File: src/rtl/rhsv_pkg.sv
// ----------------------------------------------------------------------------
// rhsv_pkg
// Shared widths, constants and types for the RGB to HSV converter pipeline.
// ----------------------------------------------------------------------------
package rhsv_pkg;

    localparam int COMP_W = 8;    // colour channel width
    localparam int HUE_W  = 9;    // hue, 0..359
    localparam int PCT_W  = 7;    // saturation / brightness percent
    localparam int NUM_W  = 15;   // dividend width, holds 100*255
    localparam int QUO_W  = 7;    // quotient width, both quotients stay below 128

    localparam int DIV_STAGES   = QUO_W;
    localparam int FRONT_STAGES = 2;
    localparam int BACK_STAGES  = 1;
    localparam int PIPE_LATENCY = FRONT_STAGES + DIV_STAGES + BACK_STAGES;

    localparam logic [NUM_W-1:0] HUE_SCALE = NUM_W'(60);
    localparam logic [NUM_W-1:0] PCT_SCALE = NUM_W'(100);

    localparam logic [HUE_W-1:0] HUE_FULL  = HUE_W'(360);
    localparam logic [HUE_W-1:0] HUE_GREEN = HUE_W'(120);
    localparam logic [HUE_W-1:0] HUE_BLUE  = HUE_W'(240);

    typedef enum logic [1:0] {
        SECT_RED,
        SECT_GREEN,
        SECT_BLUE
    } sector_t;

    // Per-pixel information carried alongside the divider lanes
    typedef struct packed {
        sector_t          sector;
        logic             neg;
        logic             gray;
        logic [PCT_W-1:0] val;
    } side_t;

    // Hue lane divides by the channel span, saturation lane by the maximum
    typedef struct packed {
        logic [NUM_W-1:0]  num_h;
        logic [NUM_W-1:0]  num_s;
        logic [COMP_W-1:0] den_h;
        logic [COMP_W-1:0] den_s;
        side_t             side;
    } div_req_t;

    typedef struct packed {
        logic [QUO_W-1:0] quo_h;
        logic             rem_h_nz;
        logic [QUO_W-1:0] quo_s;
        side_t            side;
    } div_rsp_t;

endpackage

File: src/rtl/rhsv_front.sv
// ----------------------------------------------------------------------------
// rhsv_front
// Two stages: channel max/min and sector select, then the scaling multiplies.
// ----------------------------------------------------------------------------
module rhsv_front
    import rhsv_pkg::*;
(
    input  logic              clk,
    input  logic              rst_n,
    input  logic              in_valid,
    input  logic [COMP_W-1:0] red,
    input  logic [COMP_W-1:0] green,
    input  logic [COMP_W-1:0] blue,
    output logic              out_valid,
    output div_req_t          out_req
);

    logic [COMP_W-1:0] mx_next, mn_next, mag_next;
    sector_t           sector_next;
    logic              neg_next;

    logic              v1_reg;
    logic [COMP_W-1:0] mx_reg, d_reg, mag_reg;
    sector_t           sector_reg;
    logic              neg_reg;

    logic              v2_reg;
    div_req_t          req_reg;
    div_req_t          req_next;
    logic [NUM_W-1:0]  prod_v;

    always_comb
    begin
        mx_next = red;
        mn_next = red;
        if (green > mx_next) mx_next = green;
        if (blue  > mx_next) mx_next = blue;
        if (green < mn_next) mn_next = green;
        if (blue  < mn_next) mn_next = blue;

        // Red wins ties, then green
        if (red >= green && red >= blue)
        begin
            sector_next = SECT_RED;
            neg_next    = green < blue;
            mag_next    = neg_next ? (blue - green) : (green - blue);
        end
        else if (green >= blue)
        begin
            sector_next = SECT_GREEN;
            neg_next    = blue < red;
            mag_next    = neg_next ? (red - blue) : (blue - red);
        end
        else
        begin
            sector_next = SECT_BLUE;
            neg_next    = red < green;
            mag_next    = neg_next ? (green - red) : (red - green);
        end
    end

    always_comb
    begin
        prod_v             = NUM_W'(mx_reg) * PCT_SCALE;
        req_next.num_h     = NUM_W'(mag_reg) * HUE_SCALE;
        req_next.num_s     = NUM_W'(d_reg) * PCT_SCALE;
        req_next.den_h     = d_reg;
        req_next.den_s     = mx_reg;
        req_next.side.sector = sector_reg;
        req_next.side.neg  = neg_reg;
        req_next.side.gray = (d_reg == '0);
        req_next.side.val  = prod_v[NUM_W-1:NUM_W-PCT_W];
    end

    always_ff @(posedge clk or negedge rst_n)
    begin
        if (!rst_n)
        begin
            v1_reg <= 1'b0;
            v2_reg <= 1'b0;
        end
        else
        begin
            v1_reg <= in_valid;
            v2_reg <= v1_reg;
        end
    end

    always_ff @(posedge clk)
    begin
        mx_reg     <= mx_next;
        d_reg      <= mx_next - mn_next;
        mag_reg    <= mag_next;
        sector_reg <= sector_next;
        neg_reg    <= neg_next;
        req_reg    <= req_next;
    end

    assign out_valid = v2_reg;
    assign out_req   = req_reg;

endmodule

File: src/rtl/rhsv_div.sv
// ----------------------------------------------------------------------------
// rhsv_div
// Pipelined restoring divider, one quotient bit per stage, two lanes: hue
// fraction over the channel span and saturation over the channel maximum.
// ----------------------------------------------------------------------------
module rhsv_div
    import rhsv_pkg::*;
(
    input  logic     clk,
    input  logic     rst_n,
    input  logic     in_valid,
    input  div_req_t in_req,
    output logic     out_valid,
    output div_rsp_t out_rsp
);

    // Stage inputs: the request for the first stage, the previous registers after
    logic              valid_in [DIV_STAGES];
    logic [NUM_W-1:0]  rem_h_in [DIV_STAGES];
    logic [NUM_W-1:0]  rem_s_in [DIV_STAGES];
    logic [QUO_W-1:0]  quo_h_in [DIV_STAGES];
    logic [QUO_W-1:0]  quo_s_in [DIV_STAGES];
    logic [COMP_W-1:0] den_h_in [DIV_STAGES];
    logic [COMP_W-1:0] den_s_in [DIV_STAGES];
    side_t             side_in  [DIV_STAGES];

    logic              valid_reg [DIV_STAGES];
    logic [NUM_W-1:0]  rem_h_reg [DIV_STAGES];
    logic [QUO_W-1:0]  quo_h_reg [DIV_STAGES];
    logic [QUO_W-1:0]  quo_s_reg [DIV_STAGES];
    side_t             side_reg  [DIV_STAGES];
    logic [NUM_W-1:0]  rem_s_reg [DIV_STAGES-1];
    logic [COMP_W-1:0] den_h_reg [DIV_STAGES-1];
    logic [COMP_W-1:0] den_s_reg [DIV_STAGES-1];

    for (genvar k = 0; k < DIV_STAGES; k++)
    begin : g_stage
        localparam int BIT = QUO_W - 1 - k;

        logic [NUM_W-1:0] trial_h, trial_s;
        logic             take_h, take_s;
        logic [NUM_W-1:0] rem_h_next, rem_s_next;
        logic [QUO_W-1:0] quo_h_next, quo_s_next;

        if (k == 0)
        begin : g_head
            assign valid_in[k] = in_valid;
            assign rem_h_in[k] = in_req.num_h;
            assign rem_s_in[k] = in_req.num_s;
            assign quo_h_in[k] = '0;
            assign quo_s_in[k] = '0;
            assign den_h_in[k] = in_req.den_h;
            assign den_s_in[k] = in_req.den_s;
            assign side_in[k]  = in_req.side;
        end
        else
        begin : g_link
            assign valid_in[k] = valid_reg[k-1];
            assign rem_h_in[k] = rem_h_reg[k-1];
            assign rem_s_in[k] = rem_s_reg[k-1];
            assign quo_h_in[k] = quo_h_reg[k-1];
            assign quo_s_in[k] = quo_s_reg[k-1];
            assign den_h_in[k] = den_h_reg[k-1];
            assign den_s_in[k] = den_s_reg[k-1];
            assign side_in[k]  = side_reg[k-1];
        end

        always_comb
        begin
            trial_h    = NUM_W'(den_h_in[k]) << BIT;
            trial_s    = NUM_W'(den_s_in[k]) << BIT;
            take_h     = rem_h_in[k] >= trial_h;
            take_s     = rem_s_in[k] >= trial_s;
            rem_h_next = take_h ? (rem_h_in[k] - trial_h) : rem_h_in[k];
            rem_s_next = take_s ? (rem_s_in[k] - trial_s) : rem_s_in[k];
            quo_h_next = quo_h_in[k];
            quo_s_next = quo_s_in[k];
            quo_h_next[BIT] = take_h;
            quo_s_next[BIT] = take_s;
        end

        always_ff @(posedge clk or negedge rst_n)
        begin
            if (!rst_n)
            begin
                valid_reg[k] <= 1'b0;
            end
            else
            begin
                valid_reg[k] <= valid_in[k];
            end
        end

        always_ff @(posedge clk)
        begin
            rem_h_reg[k] <= rem_h_next;
            quo_h_reg[k] <= quo_h_next;
            quo_s_reg[k] <= quo_s_next;
            side_reg[k]  <= side_in[k];
        end

        // Divisors and the saturation remainder are only needed by later stages
        if (k < DIV_STAGES - 1)
        begin : g_carry
            always_ff @(posedge clk)
            begin
                rem_s_reg[k] <= rem_s_next;
                den_h_reg[k] <= den_h_in[k];
                den_s_reg[k] <= den_s_in[k];
            end
        end
    end

    assign out_valid        = valid_reg[DIV_STAGES-1];
    assign out_rsp.quo_h    = quo_h_reg[DIV_STAGES-1];
    assign out_rsp.rem_h_nz = (rem_h_reg[DIV_STAGES-1] != '0);
    assign out_rsp.quo_s    = quo_s_reg[DIV_STAGES-1];
    assign out_rsp.side     = side_reg[DIV_STAGES-1];

endmodule

File: src/rtl/rhsv_back.sv
// ----------------------------------------------------------------------------
// rhsv_back
// Final stage: fold quotient and sector into hue, gate gray pixels, register
// the result beat.
// ----------------------------------------------------------------------------
module rhsv_back
    import rhsv_pkg::*;
(
    input  logic             clk,
    input  logic             rst_n,
    input  logic             in_valid,
    input  div_rsp_t         in_rsp,
    output logic             done,
    output logic [HUE_W-1:0] hue,
    output logic [PCT_W-1:0] saturation,
    output logic [PCT_W-1:0] brightness
);

    logic [HUE_W-1:0] q_v;
    logic [HUE_W-1:0] up_v;
    logic [HUE_W-1:0] hue_next;
    logic [PCT_W-1:0] sat_next;

    logic             done_reg;
    logic [HUE_W-1:0] hue_reg;
    logic [PCT_W-1:0] sat_reg;
    logic [PCT_W-1:0] val_reg;

    always_comb
    begin
        q_v  = HUE_W'(in_rsp.quo_h);
        // Floor of a negative fraction rounds away from zero
        up_v = q_v + HUE_W'(in_rsp.rem_h_nz);
        case (in_rsp.side.sector)
            SECT_RED:
            begin
                // Truncated toward zero, wrap negatives into 300..359
                hue_next = (in_rsp.side.neg && q_v != '0) ? (HUE_FULL - q_v) : q_v;
            end
            SECT_GREEN:
            begin
                hue_next = in_rsp.side.neg ? (HUE_GREEN - up_v) : (HUE_GREEN + q_v);
            end
            SECT_BLUE:
            begin
                hue_next = in_rsp.side.neg ? (HUE_BLUE - up_v) : (HUE_BLUE + q_v);
            end
            default:
            begin
                hue_next = '0;
            end
        endcase
        sat_next = in_rsp.quo_s;
        if (in_rsp.side.gray)
        begin
            hue_next = '0;
            sat_next = '0;
        end
    end

    always_ff @(posedge clk or negedge rst_n)
    begin
        if (!rst_n)
        begin
            done_reg <= 1'b0;
        end
        else
        begin
            done_reg <= in_valid;
        end
    end

    always_ff @(posedge clk)
    begin
        hue_reg <= hue_next;
        sat_reg <= sat_next;
        val_reg <= in_rsp.side.val;
    end

    assign done       = done_reg;
    assign hue        = hue_reg;
    assign saturation = sat_reg;
    assign brightness = val_reg;

endmodule

File: src/rtl/rgb_to_hsv_converter_top.sv
// ----------------------------------------------------------------------------
// rgb_to_hsv_converter_top
// RGB pixel to hue / saturation / value converter, fully pipelined.
// ----------------------------------------------------------------------------
// Takes one pixel on every cycle that start is high; busy is always low. Each
// pixel gives one result beat, marked by done for one cycle, once it has
// passed two front stages (max/min, then the scaling multiplies), seven
// divider stages that each settle one quotient bit, and one output stage.
// Results come out in input order and cannot be held off, so the receiver
// must take done beats as they arrive.
module rgb_to_hsv_converter_top
    import rhsv_pkg::*;
(
    input  logic              clk,
    input  logic              rst_n,
    input  logic              start,
    output logic              busy,
    input  logic [COMP_W-1:0] red,
    input  logic [COMP_W-1:0] green,
    input  logic [COMP_W-1:0] blue,
    output logic              done,
    output logic [HUE_W-1:0]  hue,
    output logic [PCT_W-1:0]  saturation,
    output logic [PCT_W-1:0]  brightness
);

    logic     front_valid;
    div_req_t front_req;
    logic     div_valid;
    div_rsp_t div_rsp;

    // Every stage advances each cycle, so a new pixel is always welcome
    assign busy = 1'b0;

    rhsv_front u_front (
        .clk       (clk),
        .rst_n     (rst_n),
        .in_valid  (start),
        .red       (red),
        .green     (green),
        .blue      (blue),
        .out_valid (front_valid),
        .out_req   (front_req)
    );

    rhsv_div u_div (
        .clk       (clk),
        .rst_n     (rst_n),
        .in_valid  (front_valid),
        .in_req    (front_req),
        .out_valid (div_valid),
        .out_rsp   (div_rsp)
    );

    rhsv_back u_back (
        .clk        (clk),
        .rst_n      (rst_n),
        .in_valid   (div_valid),
        .in_rsp     (div_rsp),
        .done       (done),
        .hue        (hue),
        .saturation (saturation),
        .brightness (brightness)
    );

endmodule

File: config.mk
export PLATFORM = sky130hd
export DESIGN_NAME = rgb_to_hsv_converter_top
export DESIGN_NICKNAME = d
export VERILOG_FILES = /design/src/rtl/rhsv_pkg.sv /design/src/rtl/rhsv_front.sv /design/src/rtl/rhsv_div.sv /design/src/rtl/rhsv_back.sv /design/src/rtl/rgb_to_hsv_converter_top.sv
export SDC_FILE = /design/constraint.sdc
export NUM_CORES = 1
export LEC_CHECK = 0
export BUFFER_PORTS_ARGS = -buffer_cell sky130_fd_sc_hd__buf_2
export CAP_MARGIN = 20
export CORE_MARGIN = 8
export CORE_UTILIZATION = 63
export DETAILED_ROUTE_END_ITERATION = 6
export PLACE_DENSITY_LB_ADDON = 0.3
export REMOVE_ABC_BUFFERS = 1
export SETUP_SLACK_MARGIN = 0.2
export SYNTH_ARGS = -nofsm -noshare
export SYNTH_HDL_FRONTEND = slang
export SYNTH_HIERARCHICAL = 1
export SYNTH_SLANG_ARGS = --single-unit
File: constraint.sdc
create_clock -name clk -period 3.9 [get_ports clk]
set_clock_uncertainty 0.05 [all_clocks]
set_input_delay 0.195 -clock clk [delete_from_list [all_inputs] [get_ports clk]]
set_output_delay 0.195 -clock clk [all_outputs]
set_load 0.01 [all_outputs]
## After elaboration in Yosys (flattened, before gate mapping)

Memory sizes are Yosys's and may differ from the RTL's. A register that Yosys moved wholly into a read port is not among the register bits.
Cells that the tools add are included.

| word-level totals | value |
|---|---|
| flip-flop bits (word level) | 105 |
| RAM bits | 466 |
| word-level logic and storage cells | 122 |
| memories | 7 |

Memories:

| memory | words | width | rd ports | clocked after memory_dff | wr ports | RTL line | source |
|---|---|---|---|---|---|---|---|
| u_div.rem_h_reg | 7 | 15 | 7 | 0 | 7 | rhsv_div.sv:28 | `logic [NUM_W-1:0] rem_h_reg [DIV_STAGES];` |
| u_div.rem_s_reg | 6 | 15 | 6 | 0 | 6 | rhsv_div.sv:32 | `logic [NUM_W-1:0] rem_s_reg [DIV_STAGES-1];` |
| u_div.side_reg | 7 | 11 | 7 | 0 | 7 | rhsv_div.sv:31 | `side_t side_reg [DIV_STAGES];` |
| u_div.quo_h_reg | 7 | 7 | 7 | 0 | 7 | rhsv_div.sv:29 | `logic [QUO_W-1:0] quo_h_reg [DIV_STAGES];` |
| u_div.quo_s_reg | 7 | 7 | 7 | 1 | 7 | rhsv_div.sv:30 | `logic [QUO_W-1:0] quo_s_reg [DIV_STAGES];` |
| u_div.den_h_reg | 6 | 8 | 6 | 0 | 6 | rhsv_div.sv:33 | `logic [COMP_W-1:0] den_h_reg [DIV_STAGES-1];` |
| +1 memories | -- | -- | -- | -- | -- | -- |  |

| operators by class | value |
|---|---|
| add/sub/neg operators | 26 |
| multipliers | 3 |
| $lt $le $gt $ge | 24 |
| equal/unequal tests | 2 |
| muxes and demuxes | 29 |
| reduce and logical (&&, ||, !) cells | 6 |

Operators with widths:

| operator | count |
|---|---|
| 15-bit 2-to-1 mux | 13 |
| 8-bit 2-to-1 mux | 9 |
| 8-bit subtractor | 7 |
| 8-bit < comparator | 5 |
| 15-bit by 10-bit >= comparator with 1-bit output | 2 |
| 15-bit by 11-bit >= comparator with 1-bit output | 2 |
| 15-bit by 12-bit >= comparator with 1-bit output | 2 |
| 15-bit by 13-bit >= comparator with 1-bit output | 2 |
| 15-bit by 8-bit >= comparator with 1-bit output | 2 |
| 15-bit by 9-bit >= comparator with 1-bit output | 2 |
| 15-bit by 10-bit subtractor with 15-bit output | 2 |
| 15-bit by 11-bit subtractor with 15-bit output | 2 |
| 15-bit by 12-bit subtractor with 15-bit output | 2 |
| 15-bit by 13-bit subtractor with 15-bit output | 2 |
| 15-bit by 9-bit subtractor with 15-bit output | 2 |
| 9-bit 2-to-1 mux | 3 |
| 9-bit case mux with 3 select lines | 1 |
| 8-bit by 5-bit multiplier with 13-bit output (second input constant) | 2 |
| 8-bit >= comparator | 3 |
| 8-bit greater-than comparator | 2 |
| 15-bit by 14-bit >= comparator with 1-bit output | 1 |
| 15-bit nonzero test | 1 |
| 14-bit by 14-bit subtractor with 15-bit output | 1 |
| 15-bit by 14-bit subtractor with 15-bit output | 1 |
| other kinds (17) | 19 |

## Logic depth before layout (Yosys ltp)

Gate-level depths: netlist of run 1.
An unclocked memory read counts as a cell.

| depth | value |
|---|---|
| depth in word-level cells | 6 |
| depth in mapped cells | 27 |
| mapped depth without buffers | 26 |

## Hierarchy

Netlist of run 1, hierarchy kept.

By module, submodules not included:

| module | instances | cells each | area each (µm²) | sequential area each (µm²) |
|---|---|---|---|---|
| rhsv_div | 1 | 1,538 | 16,209.3 | 8,663.3 |
| rhsv_front | 1 | 706 | 6,715.2 | 1,571.5 |
| rhsv_back | 1 | 183 | 1,630.3 | 485.5 |
| rgb_to_hsv_converter_top | 1 | 2 | 11.3 | 0.0 |

## Least setup slack after synthesis of run 1

OpenSTA, ideal clock, no wires.

| timing | value |
|---|---|
| path type | input -> register |
| from | input port green[0] |
| to | register u_front.d_reg[7] |
| arrival | 4.699 ns |
| data required time | 3.726 ns |
| path slack | -0.973 ns |
| cell stages on the path | 27 |
| path buffers | 2 |
| cell sequence | inv_1 > ha_1 > fa_1 > nor2b_1 > o21ai_2 > a21oi_2 > nor2_1 > nor2_1 > clkbuf_1 > nor2_1 > a21oi_1 > ha_1 > a21o_1 > a21o_1 > a21oi_1 > a21o_1 > buf_2 > mux2i_1 > ha_1 > nor2b_1 > o21ai_0 > nand2b_1 > a21o_1 > a21oi_1 > o21ai_0 > xor2_1 > xor2_1 |

| between the ends | value |
|---|---|
| longest elaborated chain between the ends | 5 |
| elaborated cells between the ends (all ways) | 9 |
| classes of those cells | add/sub (1); order compare (4); mux (4) |

Ends and longest elaborated chain:

| element | RTL line | source |
|---|---|---|
| start: declaration | rgb_to_hsv_converter_top.sv:19 | `input logic [COMP_W-1:0] green,` |
| 8-bit greater-than comparator | rhsv_front.sv:36 | `if (green > mx_next) mx_next = green;` |
| 8-bit 2-to-1 mux * | rhsv_front.sv:36 |  |
| 8-bit greater-than comparator | rhsv_front.sv:37 | `if (blue > mx_next) mx_next = blue;` |
| 8-bit 2-to-1 mux * | rhsv_front.sv:37 |  |
| named net u_front.mx_next[1] | rhsv_front.sv:18 | `logic [COMP_W-1:0] mx_next, mn_next, mag_next;` |
| 8-bit subtractor * | rhsv_front.sv:92 | `d_reg <= mx_next - mn_next;` |
| end signal: assignment | rhsv_front.sv:92 |  |
| end: declaration | rhsv_front.sv:23 | `logic [COMP_W-1:0] mx_reg, d_reg, mag_reg;` |

Mark *: on every way through the listed nets, which the timed path passes. The rest lies on a longest branch.
A chain may end at the register's enable or synchronous reset.

## Worst setup path after layout of run 1

| timing | value |
|---|---|
| from | input port green[0] |
| to | register u_front.d_reg[7] |

| between the ends | value |
|---|---|
| longest elaborated chain between the ends | 5 |
| elaborated cells between the ends (all ways) | 9 |
| classes of those cells | add/sub (1); order compare (4); mux (4) |

Ends and longest elaborated chain:

| element | RTL line |
|---|---|
| 8-bit greater-than comparator / 8-bit < comparator (equally long branches) | rhsv_front.sv:36, rhsv_front.sv:38 |
| 8-bit 2-to-1 mux, on equally long branches | rhsv_front.sv:36, rhsv_front.sv:38 |
| 8-bit greater-than comparator / 8-bit < comparator (equally long branches) | rhsv_front.sv:37, rhsv_front.sv:39 |
| 8-bit 2-to-1 mux, on equally long branches | rhsv_front.sv:37, rhsv_front.sv:39 |
| 8-bit subtractor * | rhsv_front.sv:92 |

Mark *: on every way between the ends. The rest lies on a longest branch, timed or not.

==> results of run 1 <==
layout by cell type, fill, tap and decap left out, types with 45 or more instances in the layout:
| master | n |
|---|---|
| buf_4 | 106 |
| dfxtp_1 | 522 |
| a21oi_1 | 140 |
| buf_2 | 48 |
| nor2_1 | 138 |
| nand2_1 | 111 |
| ha_1 | 262 |
| o21ai_0 | 102 |
| mux2_2 | 45 |
| clkbuf_16 | 53 |
| nor3_1 | 47 |
| xor2_1 | 49 |
| inv_1 | 233 |
| xnor2_1 | 68 |
through the flow:
stage	instances	hold WS (ps)
5_1_grt	3173	197
3_3_place_gp	3049	-0.898
3_5_place_dp	3049	10.9
6_report	3173	149
4_1_cts	3168	103
2_1_floorplan	2386	-151
final timing paths:
| path | cells after the start | from | slack (ps) | to |
|---|---|---|---|---|
| max | 25 | green[0] | -220 | u_front/d_reg[7] |
| min | 5 | red[1] | 150 | u_front/mag_reg[1] |
| max reg2reg | 11 | u_front/mag_reg[1] | 400 | u_front/out_req[55] |
| min reg2reg | 0 | u_front/sector_reg[0] | 270 | u_front/out_req[9] |
| max in group asynchronous | 3 | rst_n | 2950 | u_div/valid_in[4] |
| min in group asynchronous | 3 | rst_n | 560 | u_back/done |
power by group through the flow:
stage | Combinational [mW] | Clock (mW) | Sequential (mW)
6_report | 14.8 | 5.12 | 9.39
5_1_grt | 16.4 | 5.46 | 9.64
4_1_cts | 14.5 | 5.21 | 9.39
3_5_place_dp | 14.0 | 0 | 9.48
3_3_place_gp | 13.3 | 0 | 9.37
2_1_floorplan | 11.0 | 0 | 9.03
cells by family (layout without fill, tap and decap cells):
logic type	Yosys count	count (layout)	synth area share
simple gates	558	558	0.120
flops	533	533	0.436
compound gates	532	532	0.144
fa+ha+maj	305	305	0.167
buf+inv	284	506	0.0467
xor+xnor	125	125	0.0458
mux	90	90	0.0401
other cells	2	6	0.000306
repair_timing:
item / in CTS / in global routing
hold endpoints to repair: 12 / 0
gates resized for setup: 42 / 23
pin swaps: 19 / 23
hold buffers: 4 / 0
setup endpoints to repair: 7 / 8
buffers inserted: 20 / 5
worst max-delay path: cells and delay by family:
family / cells / cell delay (ps)
multiplexers: 1 / 340
XOR/XNOR: 2 / 340
buffers and inverters: 4 / 450
AO/OA/AOI/OAI: 10 / 1690
adder cells (fa/ha/maj): 4 / 1070
AND/OR/NAND/NOR: 4 / 460
cell type report:
cell class	count	area share
Inverter	237	0.0316
Tap cell	518	0.0230
Clock inverter	27	0.0120
Multi-Input combinational cell	1616	0.457
Clock buffer	68	0.0515
Sequential cell	533	0.380
Timing Repair Buffer	174	0.0447
per-layer routing:
layer	global-route usage	vias up	wire, um
met5	0	-	0
met4	0.122	0	2620
met3	0.0273	182	2000
met2	0.450	497	28400
met1	0.254	8562	21400
li1	-	8838	-
==> impl_metrics.json, run 1 <==
{
  "status": "finished with violations",
  "violations": "negative setup slack",
  "avgRoutedWirePerCell_um": 17.2,
  "hold_viol_final": 0,
  "seq_area_um2": 10700,
  "drtPass1Iterations": 5,
  "cp.required_ps": 4330,
  "fillers": 2773,
  "dp_hpwl_um": 40600,
  "ys_ff_latch": 533,
  "end_kind": "flop",
  "start_kind": "input pin",
  "port_buffers": 50,
  "overflow": 0,
  "pwr_density_cell_nw_per_um2": 1040,
  "max_stage_delay_ps": 340,
  "maxCapViolCount": 0,
  "die-area_um2": 45600,
  "crit_fanout": 6,
  "final_max_slew_viol_count": 0,
  "ir_drop_uv": 535,
  "synth.area.top_cells": "dfxtp_1, ha_1, inv_1, fa_1, a21oi_1",
  "swShare": 0.389,
  "syn_area_um2": 24600,
  "power.leakage_nw": 12.9,
  "synth.top_cell.area_share": 0.426,
  "grt_pass1_wl_um": 88400,
  "synth_most_common_cell": "dfxtp_1",
  "min_path_type": "input pin to flop",
  "fp.dieH_um": 213,
  "synth.avg_cell_area_um2": 10.1,
  "power.switching_mw": 11.4,
  "htree_levels": 2,
  "slew_headroom": 0.327,
  "largest_reg_flops": 105,
  "rsz0062_at_grt": "true",
  "totalPowerFinal_mw": 29.3,
  "clk_latency_ps": 590,
  "critical_path_class": "input pin to flop",
  "grt_use_total": 0.236,
  "drt-vias-per-instance": 5.70,
  "finalCritPeriodShare": 1.06,
  "timing.setup.tns_ps": -614,
  "yosysTopAreaCell": "dfxtp_1",
  "crit_path_top_delay_cell": "fa_2",
  "ant_nets": 0,
  "area_growth_pct": 14.8,
  "first_iter_violations": 1039,
  "async_flop_share": 0.0188,
  "drt-total-wl_um": 54500,
  "cts.sinks": 533,
  "gp_congestion": 0.979,
  "combPwrFrac": 0.504,
  "initial_core_util": 0.637,
  "finish.utilization": 0.732,
  "setup_slack_ps": -220,
  "max-clock-path-buffers": 3,
  "final_area_um2": 28200,
  "synth_cells": 2429,
  "grt_max_degree": 25,
  "ys_seq_area_frac": 0.436,
  "cts_tree": "done",
  "pin_count": 52,
  "core_um2": 38600,
  "num_vias": 18100,
  "die_x_um": 213,
  "cts_root_buf": "clkbuf_16",
  "clk_pin_slew_ps": 70,
  "cts_buffers": 52,
  "num_antenna_cells": 0,
  "final_layout_size_suffix_gt1_frac": 0.151,
  "nets": 2946,
  "power_frac_seq": 0.321,
  "place_area_um2": 25900,
  "remaining_drc_errors": 0,
  "ys_types": 104,
  "finalCriticalPeriod_ps": 4120,
  "ys.flop_type": "dfxtp_1",
  "synthTopCellsByCount": "dfxtp_1, ha_1, inv_1",
  "synth_edf_count": 0,
  "antenna_found_initial": 0,
  "worst_pin_slew_ps": 1010,
  "internal_power_mw": 17.9,
  "crit_arrival_ps": 4550,
  "multi_input_area_um2": 12900,
  "synth_warnings": 6,
  "dp_slack_ps": -1110,
  "row_count": 72,
  "path_common_cell": "a21oi_2",
  "finalSetupViolCount": 5,
  "grt_pass1_vias": 18400,
  "pwr-share-clk": 0.175,
  "max_clock_freq_ghz": 0.243
}
(Power assumes the default switching activity.)
==> run 2, diff against run 1 <==
- CORE_MARGIN: 8 -> not set
==> impl_metrics.json, run 2 (synthesis results as in run 1) <==
{
  "status": "finished with violations",
  "violations": "negative setup slack",
  "power_frac_seq": 0.319,
  "maxCapViolCount": 0,
  "timing.setup.tns_ps": -155,
  "setup_slack_ps": -102,
  "gp_congestion": 1.05,
  "end_kind": "flop",
  "power.switching_mw": 11.3,
  "crit_arrival_ps": 4430,
  "hold_viol_final": 0,
  "swShare": 0.385,
  "cp.required_ps": 4330,
  "nets": 2944,
  "die-area_um2": 39800,
  "largest_reg_flops": 105,
  "place_area_um2": 26000,
  "ir_drop_uv": 575,
  "finalCritPeriodShare": 1.03,
  "final_area_um2": 28300,
  "clk_pin_slew_ps": 60,
  "fillers": 2634,
  "grt_max_degree": 25,
  "pwr_density_cell_nw_per_um2": 1040,
  "seq_area_um2": 10700,
  "totalPowerFinal_mw": 29.4,
  "drt-vias-per-instance": 5.70,
  "drt-total-wl_um": 53500,
  "die_x_um": 199,
  "row_count": 71,
  "power.leakage_nw": 12.9,
  "finalSetupViolCount": 3,
  "min_path_type": "input pin to flop",
  "cts_root_buf": "clkbuf_16",
  "max_clock_freq_ghz": 0.250,
  "start_kind": "input pin",
  "final_max_slew_viol_count": 0,
  "area_growth_pct": 15.1,
  "grt_use_total": 0.272,
  "finalCriticalPeriod_ps": 4000,
  "fin_hold_ws_ps": 167,
  "fp.dieH_um": 199,
  "core_um2": 38000,
  "dp_slack_ps": -1030,
  "first_iter_violations": 984,
  "internal_power_mw": 18.1,
  "max-clock-path-buffers": 3,
  "clk_latency_ps": 590,
  "worst_pin_slew_ps": 961,
  "dp_hpwl_um": 40000,
  "layout_common_cells": "dfxtp_1, ha_1, inv_1, a21oi_1, nor2_1",
  "num_antenna_cells": 0,
  "slew_headroom": 0.358,
  "cts_buffers": 51,
  "overflow": 0,
  "final_common_cell": "dfxtp_1",
  "remaining_drc_errors": 0,
  "final_layout_size_suffix_gt1_frac": 0.151,
  "multi_input_area_um2": 12900,
  "critical_path_class": "input pin to flop",
  "cts.sinks": 533,
  "cts_tree": "done",
  "pwr-share-clk": 0.179,
  "ant_nets": 0,
  "drtPass1Iterations": 6,
  "rsz0062_at_grt": "true",
  "crit_fanout": 3,
  "grt_pass1_vias": 18200,
  "antenna_found_initial": 0,
  "pin_count": 52,
  "avgRoutedWirePerCell_um": 16.9,
  "combPwrFrac": 0.501,
  "num_vias": 18000,
  "initial_core_util": 0.646,
  "port_buffers": 50,
  "htree_levels": 2,
  "grt_pass1_wl_um": 86600
}
-- run 2: cell type report --
type	instances	area share
clock buffer	69	0.0529
clock inverter	24	0.0132
tap	511	0.0226
sequential	533	0.379
multi-input combinational	1616	0.457
inverter	237	0.0316
timing repair buffer	173	0.0436
-- run 2: metrics by stage --
stage / instances / utilization
final: 3163 / 0.744
after global routing: 3163 / 0.744
after CTS: 3161 / 0.740
after detailed placement: 3046 / 0.683
after global placement: 3046 / 0.683
after floorplan: 2386 / -
-- run 2: worst paths after layout --
kind / depth (start not counted) / slack [ps] / end / from
min: 5 / 170 / u_front/d_reg[7] / blue[7]
min reg2reg: 0 / 260 / u_div/quo_h_reg[6][6] / u_div/quo_h_reg[5][6]
min in group asynchronous: 3 / 610 / u_div/valid_in[4] / rst_n
max: 27 / -100 / u_front/d_reg[7] / green[0]
max in group asynchronous: 3 / 2890 / u_back/done / rst_n
max reg2reg: 12 / 330 / u_back/hue[6] / u_div/rem_h_reg[6][1]
-- run 2: power groups by stage --
stage	combinational (mW)	clock, mW	sequential [mW]
after global placement	13.3	0	9.37
after detailed placement	14.0	0	9.48
after global routing	16.3	5.62	9.65
final	14.8	5.28	9.40
after CTS	14.5	5.38	9.39
after floorplan	11.0	0	9.03
-- run 2: metal layers --
metal | part of all wire | vias to the layer above | GRT usage
met1 | 0.40 | 8557 | 0.292
met3 | 0.038 | 154 | 0.0412
met4 | 0.043 | 0 | 0.127
li1 | - | 8853 | -
met5 | 0 | - | 0
met2 | 0.52 | 471 | 0.519
-- run 2: critical path, stage by stage --
cell      delay [ps]
buf_8             80
inv_4             30
ha_4             160
fa_2             340
nor2b_2          140
o21ai_2           90
a21oi_4          200
nor2_4            70
nor2_4           150
nor2_1            80
a21oi_4          170
ha_4             230
nor2b_1          120
o21a_1           160
o21a_1           200
o21bai_4         150
a21o_1           180
mux2i_1          260
ha_1             280
nor2b_4          140
o21ai_2          110
nand2b_1          90
a21o_1           200
a21oi_2          180
o21ai_2           80
xor2_1           150
xor2_1           170
-- run 2: repair_timing --
| item | CTS | global route |
|---|---|---|
| pin swaps | 22 | 23 |
| cloned | 1 | 0 |
| hold buffers | 4 | 0 |
| gates resized for setup | 39 | 27 |
| setup endpoints to repair | 7 | 8 |
| hold endpoints to repair | 12 | 0 |
| setup buffers | 17 | 2 |
